### config.mk
export PLATFORM = sky130hd
export DESIGN_NAME = velocity_pid_bangbang_controller
export DESIGN_NICKNAME = d
export VERILOG_FILES = /design/src/design/vpbb_pkg.sv /design/src/design/velocity_pid_bangbang_controller.sv
export VERILOG_INCLUDE_DIRS = /design/src /design/src/design
export SDC_FILE = /design/constraint.sdc
export NUM_CORES = 2
export LEC_CHECK = 0
export ABC_AREA = 0
export BUFFER_PORTS_ARGS = -buffer_cell sky130_fd_sc_hd__buf_2
export CORE_MARGIN = 4
export CORE_UTILIZATION = 50
export CTS_CLUSTER_DIAMETER = 60
export DETAILED_ROUTE_END_ITERATION = 8
export GPL_ROUTABILITY_DRIVEN = 0
export GPL_TIMING_DRIVEN = 0
export PLACE_DENSITY = 0.65
export SYNTH_ARGS = -nofsm -noshare
export SYNTH_HDL_FRONTEND = slang
export SYNTH_SLANG_ARGS = --single-unit
### constraint.sdc
create_clock -name clk_i -period 8.2 [get_ports clk_i]
set_clock_uncertainty 0.2 [all_clocks]
set_input_delay 1.64 -clock clk_i [delete_from_list [all_inputs] [get_ports clk_i]]
set_output_delay 1.64 -clock clk_i [all_outputs]
set_load 0.005 [all_outputs]
### src/design/velocity_pid_bangbang_controller_macros.svh
// ----------------------------------------------------------------------------
// Velocity PID / bang-bang controller assertion macros
// Shared clocked assertion forms, disabled while reset is asserted.
// ----------------------------------------------------------------------------
`ifndef VELOCITY_PID_BANGBANG_CONTROLLER_MACROS_SVH
`define VELOCITY_PID_BANGBANG_CONTROLLER_MACROS_SVH

// check a property on every rising clock edge outside reset
`define VPBB_ASSERT(label, prop, msg) \
  label: assert property (@(posedge clk_i) disable iff (!rst_ni) (prop)) else $error(msg);

// check that a condition never holds on a rising clock edge outside reset
`define VPBB_ASSERT_NEVER(label, cond, msg) \
  label: assert property (@(posedge clk_i) disable iff (!rst_ni) !(cond)) else $error(msg);

`endif

### src/design/vpbb_pkg.sv
// ----------------------------------------------------------------------------
// Velocity PID / bang-bang controller package
// Register indexes, reset values and fixed drive constants.
// ----------------------------------------------------------------------------
`default_nettype none

package vpbb_pkg;

  localparam int unsigned CfgIdxW = 3;

  typedef enum logic [CfgIdxW-1:0] {
    REG_TARGET_VELOCITY = 3'd0,
    REG_CONTROL_MODE    = 3'd1,
    REG_GAIN_P          = 3'd2,
    REG_GAIN_I          = 3'd3,
    REG_GAIN_D          = 3'd4,
    REG_GAIN_FF         = 3'd5,
    REG_INTEGRAL_WINDOW = 3'd6
  } cfg_reg_e;

  typedef enum logic {
    MODE_PID       = 1'b0,
    MODE_BANG_BANG = 1'b1
  } ctrl_mode_e;

  localparam logic [15:0] GainPReset    = 16'd41;
  localparam logic [15:0] GainIReset    = 16'd205;
  localparam logic [15:0] GainDReset    = 16'd0;
  localparam logic [15:0] GainFfReset   = 16'd492;
  localparam logic [15:0] WindowReset   = 16'd12800;

  localparam logic signed [15:0] DriveMax  = 16'sh7fff;
  localparam logic signed [15:0] DriveMin  = -16'sh8000;
  localparam logic signed [15:0] BangFull  = 16'sd25600;

  localparam logic signed [31:0] IntegMax  = 32'sh7fff_ffff;
  localparam logic signed [31:0] IntegMin  = 32'sh8000_0000;

endpackage

`default_nettype wire

### src/design/velocity_pid_bangbang_controller.sv
// ----------------------------------------------------------------------------
// Velocity PID / bang-bang controller
// Turns one measured velocity word into one drive word per tick, with a
// saturating windowed integral, feedforward on target and a bang-bang mode.
// ----------------------------------------------------------------------------
// Usage:
//   Input channel: measured_velocity_i with in_valid_i / in_ready_o.
//   Output channel: drive_level_o, coast_stop_o, drive_saturated_o with
//   out_valid_o / out_ready_i. Configuration: cfg_we_i writes cfg_data_i
//   to register cfg_index_i; write only while the block is idle.
//   Pipeline: input register, error and integral update, four multiplies,
//   then sum, rounding and clamp into the output register.
//   Throughput: one word per cycle unless stalled; the error stage state is
//   registered, so back-to-back words see each other's state.
//   Reset: registers take their reset values, integral and previous error
//   clear, the pipeline empties.
//   Receiver stall: the whole pipeline holds while the output register is
//   full and out_ready_i is low; in_ready_o drops in the same cycle.
// ----------------------------------------------------------------------------
`default_nettype none

`include "velocity_pid_bangbang_controller_macros.svh"

module velocity_pid_bangbang_controller
  import vpbb_pkg::*;
(
  input  wire logic                      clk_i,
  input  wire logic                      rst_ni,
  input  wire logic                      cfg_we_i,
  input  wire logic [CfgIdxW-1:0]        cfg_index_i,
  input  wire logic [15:0]               cfg_data_i,
  input  wire logic                      in_valid_i,
  output logic                           in_ready_o,
  input  wire logic signed [15:0]        measured_velocity_i,
  output logic                           out_valid_o,
  input  wire logic                      out_ready_i,
  output logic signed [15:0]             drive_level_o,
  output logic                           coast_stop_o,
  output logic                           drive_saturated_o
);

  logic signed [15:0] target_q;
  ctrl_mode_e         mode_q;
  logic [15:0]        gain_p_q, gain_i_q, gain_d_q, gain_ff_q, window_q;

  always_ff @(posedge clk_i or negedge rst_ni) begin
    if (!rst_ni) begin
      target_q <= '0;
      mode_q   <= MODE_PID;
      gain_p_q <= GainPReset;
      gain_i_q <= GainIReset;
      gain_d_q <= GainDReset;
      gain_ff_q <= GainFfReset;
      window_q <= WindowReset;
    end else if (cfg_we_i) begin
      case (cfg_index_i)
        REG_TARGET_VELOCITY: target_q <= cfg_data_i;
        REG_CONTROL_MODE:    mode_q <= ctrl_mode_e'(cfg_data_i[0]);
        REG_GAIN_P:          gain_p_q <= cfg_data_i;
        REG_GAIN_I:          gain_i_q <= cfg_data_i;
        REG_GAIN_D:          gain_d_q <= cfg_data_i;
        REG_GAIN_FF:         gain_ff_q <= cfg_data_i;
        REG_INTEGRAL_WINDOW: window_q <= cfg_data_i;
        default: ;
      endcase
    end
  end

  logic adv;
  logic v1_q, v2_q, v3_q, out_valid_q;

  assign adv        = !out_valid_q || out_ready_i;
  assign in_ready_o = adv;

  always_ff @(posedge clk_i or negedge rst_ni) begin
    if (!rst_ni) begin
      v1_q        <= 1'b0;
      v2_q        <= 1'b0;
      v3_q        <= 1'b0;
      out_valid_q <= 1'b0;
    end else if (adv) begin
      v1_q        <= in_valid_i;
      v2_q        <= v1_q;
      v3_q        <= v2_q;
      out_valid_q <= v3_q;
    end
  end

  // input register
  logic signed [15:0] meas_q;

  always_ff @(posedge clk_i) begin
    if (adv && in_valid_i) begin
      meas_q <= measured_velocity_i;
    end
  end

  // error, integral and derivative
  logic signed [31:0] integ_q, integ_d;
  logic signed [16:0] prev_err_q;
  logic signed [16:0] err;
  logic [16:0]        err_mag;
  logic signed [32:0] integ_sum;
  logic signed [31:0] integ_acc;
  logic               integ_on, in_window, sign_flip;
  logic signed [17:0] deriv;

  always_comb begin
    err       = 17'(target_q) - 17'(meas_q);
    err_mag   = err[16] ? 17'(-err) : 17'(err);
    integ_on  = (gain_i_q != '0);
    in_window = err_mag < {1'b0, window_q};
    integ_sum = 33'(integ_q) + 33'(err);
    if (integ_sum[32] != integ_sum[31]) begin
      integ_acc = integ_sum[32] ? IntegMin : IntegMax;
    end else begin
      integ_acc = integ_sum[31:0];
    end
    sign_flip = ((!err[16] && err != '0) && prev_err_q[16]) ||
                (err[16] && (!prev_err_q[16] && prev_err_q != '0));
    integ_d = integ_q;
    if (integ_on && in_window) begin
      integ_d = integ_acc;
    end
    if (integ_on && sign_flip) begin
      integ_d = '0;
    end
    deriv = 18'(err) - 18'(prev_err_q);
  end

  always_ff @(posedge clk_i or negedge rst_ni) begin
    if (!rst_ni) begin
      integ_q    <= '0;
      prev_err_q <= '0;
    end else if (adv && v1_q) begin
      integ_q    <= integ_d;
      prev_err_q <= err;
    end
  end

  logic signed [16:0] err2_q;
  logic signed [31:0] integ2_q;
  logic signed [17:0] deriv2_q;
  logic               below2_q, coast2_q;

  always_ff @(posedge clk_i) begin
    if (adv && v1_q) begin
      err2_q   <= err;
      integ2_q <= integ_d;
      deriv2_q <= deriv;
      below2_q <= !err[16] && (err != '0);
      coast2_q <= (target_q == '0);
    end
  end

  // products
  logic signed [33:0] prod_p_q;
  logic signed [48:0] prod_i_q;
  logic signed [34:0] prod_d_q;
  logic signed [32:0] prod_ff_q;
  logic               below3_q, coast3_q;

  always_ff @(posedge clk_i) begin
    if (adv && v2_q) begin
      prod_p_q  <= err2_q * $signed({1'b0, gain_p_q});
      prod_i_q  <= integ2_q * $signed({1'b0, gain_i_q});
      prod_d_q  <= deriv2_q * $signed({1'b0, gain_d_q});
      prod_ff_q <= target_q * $signed({1'b0, gain_ff_q});
      below3_q  <= below2_q;
      coast3_q  <= coast2_q;
    end
  end

  // sum, round half up, clamp; coast and bang-bang select their own drive
  logic signed [51:0] pid_sum;
  logic signed [39:0] pid_q;
  logic               clip_hi, clip_lo;
  logic signed [15:0] drive_d;
  logic               sat_d;

  always_comb begin
    pid_sum = 52'(prod_p_q) + 52'(prod_i_q) + 52'(prod_d_q) + 52'(prod_ff_q)
              + 52'sd2048;
    pid_q   = pid_sum[51:12];
    clip_hi = !pid_q[39] && (|pid_q[38:15]);
    clip_lo = pid_q[39] && !(&pid_q[38:15]);
    drive_d = '0;
    sat_d   = 1'b0;
    if (coast3_q) begin
      drive_d = '0;
    end else if (mode_q == MODE_BANG_BANG) begin
      drive_d = below3_q ? BangFull : 16'sd0;
    end else if (clip_hi) begin
      drive_d = DriveMax;
      sat_d   = 1'b1;
    end else if (clip_lo) begin
      drive_d = DriveMin;
      sat_d   = 1'b1;
    end else begin
      drive_d = pid_q[15:0];
    end
  end

  logic signed [15:0] drive_q;
  logic               coast_q, sat_q;

  always_ff @(posedge clk_i) begin
    if (adv && v3_q) begin
      drive_q <= drive_d;
      coast_q <= coast3_q;
      sat_q   <= sat_d;
    end
  end

  assign out_valid_o       = out_valid_q;
  assign drive_level_o     = drive_q;
  assign coast_stop_o      = coast_q;
  assign drive_saturated_o = sat_q;

  `VPBB_ASSERT(a_coast_quiet, out_valid_q && coast_q |-> drive_q == '0 && !sat_q, "coast word not quiet")
  `VPBB_ASSERT(a_sat_at_limit, out_valid_q && sat_q |-> drive_q == DriveMax || drive_q == DriveMin, "saturation flag off limit")
  `VPBB_ASSERT(a_flip_clears, adv && v1_q && integ_on && sign_flip |=> integ_q == '0, "integral not cleared on sign change")
  `VPBB_ASSERT_NEVER(a_stall_moves, !adv && v1_q && $past(!adv) && !$stable(integ_q), "integral moved while stalled")

endmodule

`default_nettype wire
# Word level (Yosys, flattened, before mapping)
# Index checks and enable logic that the tools add are counted.
# word_totals
out_inout_bits	20
elab_cells	93
input_bits	40
regBits	406
# op_classes
n_lt_le_gt_ge	1
n_reduce_logical	34
muxes	11
mul	4
n_eq_ne	7
addsub	8
# ops
cell	n
32-bit 2-to-1 mux	4
51-bit by 33-bit adder with 52-bit output	1
52-bit by 13-bit adder with 52-bit output, second input constant	1
50-bit by 35-bit adder with 51-bit output	1
34-bit by 49-bit adder with 50-bit output	1
32-bit by 17-bit multiplier with 49-bit output	1
16-bit 2-to-1 mux	3
18-bit by 17-bit multiplier with 35-bit output	1
17-bit by 17-bit multiplier with 34-bit output	1
17-bit nonzero test	2
32-bit by 17-bit adder with 33-bit output	1
16-bit by 17-bit multiplier with 33-bit output	1
24-bit AND reduction	1
24-bit OR reduction	1
17-bit by 17-bit subtractor with 18-bit output	1
17-bit by 16-bit less-than comparator with 1-bit output	1
17-bit 2-to-1 mux	1
17-bit negator	1
16-bit by 16-bit subtractor with 17-bit output	1
16-bit logical NOT	1
16-bit nonzero test	1
15-bit 2-to-1 mux	1
2-bit AND reduction	7
1-bit logical AND	12
other kinds (9)	18

# Depth between registers and ports, before layout
# depth
depth_word	10
ltp_mapped	31
ltp_nobuf	27

# Worst setup path after synthesis
# Ideal clock, no wire load.
# synth_timing
path_type	reg2reg
from	register gain_i_q[2]
to	register prod_i_q[48] (data pin)
required_ns	7.740
setup_time_ns	0.260
path_buffers	2
path_stages_with_launch	25
synth_period_minus_slack_ns	7.221
setup_slack_ns	0.979
arrival_ns	6.761
cell_sequence	dfstp_2 > clkbuf_1 > clkbuf_1 > nand2_1 > fa_1 > fa_1 > fa_1 > inv_1 > fa_1 > fa_1 > inv_1 > fa_1 > inv_1 > ha_1 > a21oi_1 > inv_1 > or4_1 > o211ai_1 > a21oi_1 > o41ai_2 > o21ai_1 > o41a_1 > a221o_1 > a21oi_1 > xnor2_1
# synth_via
elab_chain_len	1
# synth_lines
item	line	text
from (decl)	velocity_pid_bangbang_controller.sv:44	logic [15:0] gain_p_q, gain_i_q, gain_d_q, gain_ff_q, window_q;
from (signal assigned)	velocity_pid_bangbang_controller.sv:51	gain_i_q <= GainIReset;
from (signal assigned)	velocity_pid_bangbang_controller.sv:60	REG_GAIN_I: gain_i_q <= cfg_data_i;
32-bit by 17-bit multiplier with 49-bit output	velocity_pid_bangbang_controller.sv:166	prod_i_q <= integ2_q * $signed({1'b0, gain_i_q});
to (signal assigned)	velocity_pid_bangbang_controller.sv:166	
to (decl)	velocity_pid_bangbang_controller.sv:158	logic signed [48:0] prod_i_q;
# No other way between the ends.
# A chain may end at the register's enable or synchronous reset.

# Worst setup path in the final report
# layout_timing
from	register integ2_q[13]
to	register prod_i_q[48] (data pin)
# layout_via
elab_chain_len	1
# layout_lines
item	line	text
from (decl)	velocity_pid_bangbang_controller.sv:142	logic signed [31:0] integ2_q;
from (signal assigned)	velocity_pid_bangbang_controller.sv:149	integ2_q <= integ_d;
32-bit by 17-bit multiplier with 49-bit output	velocity_pid_bangbang_controller.sv:166	
# No other way between the ends.

==> results.cfg <==
[outcome]
status = finished, violations left
violations = capacitance limit, slew limit

[finish]
area_delta_synth_final_pct = 6.78
nets = 9696
drive_gt1_frac = 0.0591

[logic_synthesis]
syn_avg_cell_area_um2 = 9.50
syn_inst = 7600
synth_area_leaders = fa_1 (38%), edfxtp_1 (11%), ha_1 (10%)
synth_edf_count = 256
syn_nets = 9589
synth-async-reset-ratio = 0.369
synth-seq-area-share = 0.159
synth_top_area_frac = 0.376
yosysTopAreaCell = fa_1
syn_area_um2 = 72200
synth_cell_type_count = 98
yosys_warnings = 0
synthFlopType = edfxtp_1
synth-seq-cells = 406

[min_path]
hold_depth = 1
worstHoldEndpoint = out_valid_o$_DFFE_PN0N_
hp-class = reg -> reg
min_from = v3_q$_DFFE_PN0N_

[setup_path]
cp_slowest_cell = edfxtp_1
rrSetupSlack_ps = 80
cp-start-kind = register
cp-end-kind = register
cp-startpoint = integ2_q[13]$_DFFE_PP_
rr_startpoint = integ2_q[13]$_DFFE_PP_
slowest_delay_ps = 650
r2r_end = prod_i_q[48]$_DFFE_PP_
required_ps = 8350
critPathMaxFanout = 10
path_buf_inv = 5
crit_path_frequent_cell = fa_1
path_delay_family = adder cells
rr_worst_depth = 23
cp_data_arrival_time_ps = 8270
criticalPathCategory = reg -> reg
crit_chain = clkbuf_2 -> nand2_1 -> fa_1 -> fa_1 -> fa_1 -> inv_1 -> fa_1 -> fa_1 -> inv_1 -> fa_1 -> inv_1 -> ha_1 -> a21oi_1 -> inv_1 -> or4_1 -> o211ai_1 -> a21oi_2 -> o41ai_4 -> o21ai_1 -> o41a_1 -> a221o_1 -> a21oi_1 -> xnor2_1

[detailed_routing]
drt-total-wl_mm = 205
drc = 0
viasPerCell = 5.45
post_drt_wl_per_cell_um = 21.2
via_count = 52702
antenna_left = 0
detail_route.iter0.violations = 4252
drtPass1Iterations = 6

[timing]
hold_viol = 0
finalSetupTns_ps = 0
timing.final.crit_share = 0.990
setup_viol = 0
min_period_ps = 8120
slew_headroom = -0.0988
fmax_mhz = 123
worstMarginPinSlew_ps = 1640
fin_hold_ws_ps = 291
grt_setup_unrepaired = true
drv_slew = 7
setup_ws_ps = 79.3

[global_routing]
grt_pass1_wl_mm = 322
grt_max_degree = 88
top_usage_layer = met2
antenna_found_initial = 20
use_met1 = 0.381
gr-total-overflow = 0
grt_use_total = 0.277
grt_use_met3 = 0.0479
use_met2 = 0.436
grt_pass1_vias = 55357

[floorplan]
dieArea_um2 = 151000
core-area_um2 = 143000
die_w_um = 388
initial_utilization = 0.503
pin_count = 60
rows = 139
die_height_um = 388

[place]
place_worst_setup_slack_ps = -772
hpwl_mm = 171
port_buffers = 57

[cts]
cts_hold_buf = 0
cts_sinks = 406
cts_tree = yes
htreeDepth = 2
insertion_delay_ps = 640
cts.root.buffer_cell = clkbuf_16
cts_buffers = 51
clk_pin_slew_ps = 60
cts_max_path_buffers = 3

[flow_run]
cap_violations = 1
==> worst max path at each step <==
stage,endpoint,cells after the start
finish,prod_i_q[48]$_DFFE_PP_,23
floorplan,prod_i_q[48]$_DFFE_PP_,24
global route,prod_i_q[48]$_DFFE_PP_,25
global placement,prod_i_q[48]$_DFFE_PP_,24
CTS,prod_i_q[48]$_DFFE_PP_,26
detailed placement,prod_i_q[48]$_DFFE_PP_,24
==> stage by stage <==
stage | instances | cell area, um^2 | utilization
4_1_cts | 9659 | 76900 | 0.536
2_1_floorplan | 7600 | 72200 | -
3_3_place_gp | 9560 | 74800 | 0.522
3_5_place_dp | 9566 | 75000 | 0.523
5_1_grt | 9653 | 77100 | 0.537
6_report | 9663 | 77100 | 0.537
==> cell usage after synthesis, types with 46 or more instances <==
cell and count:
inv_1 1845, a21oi_1 204, edfxtp_1 256, a21o_1 120, xor2_1 60, nand2b_1 47, nor2_1 195, nor3_1 46
fa_1 1356, and2_1 561, clkbuf_1 245, nand3_1 46, o21ai_0 170, ha_1 593, nand2_1 938, dfrtp_1 133
mux2_2 97, xnor2_1 167
==> final cells by class <==
type,count,area [um^2]
antenna,10,25.0
timing repair buffer,71,500
fill,12909,66400
tap,1903,2380
clock buffer,61,1380
inverter,1846,6930
sequential,406,11500
buffer,252,1140
multi-input combinational,5079,52800
clock inverter,35,442
==> state kept, by name, summed over array words and instances, names as in the netlist, 17 cells and up <==
| name | cells |
|---|---|
| err2_q | 17 |
| prod_d_q | 35 |
| integ_q | 32 |
| prod_ff_q | 33 |
| prod_p_q | 34 |
| deriv2_q | 18 |
| prod_i_q | 49 |
| integ2_q | 32 |
| prev_err_q | 17 |
==> timing repair <==
action | in CTS | in global routing
pin swaps | 1 | 5
resized for setup | 31 | 174
setup buffers | 0 | 7
setup endpoints to repair | 17 | 72
==> placed cells by master (no fill, tap or decap), drive strengths merged, types with 106 or more instances in the layout <==
master | netlist | final
o21ai | 180 | 180
xnor2 | 167 | 167
and2 | 562 | 562
inv | 1845 | 1852
nor2 | 195 | 195
a21o | 120 | 120
dfrtp | 133 | 133
ha | 593 | 593
clkbuf | 245 | 278
fa | 1356 | 1356
buf | 24 | 106
edfxtp | 256 | 256
nand2 | 940 | 940
a21oi | 204 | 204
==> layer usage <==
metal,share of wire,vias up
li1,-,23403
met5,0.00012,-
met4,0.051,4
met2,0.45,2108
met1,0.41,26744
met3,0.086,443
==> cells by family after synthesis <==
logic type / synth area share
buffers and inverters: 0.111
and+or+nand+nor: 0.136
adders and majority gates: 0.479
AOI/OAI and AO/OA: 0.0721
DFF: 0.159
xor gates and xnor gates: 0.0275
muxes: 0.0162
Power is left out: the tool's default activity adds up to more than one toggle a clock period on the data nets, which glitch-free logic cannot reach.
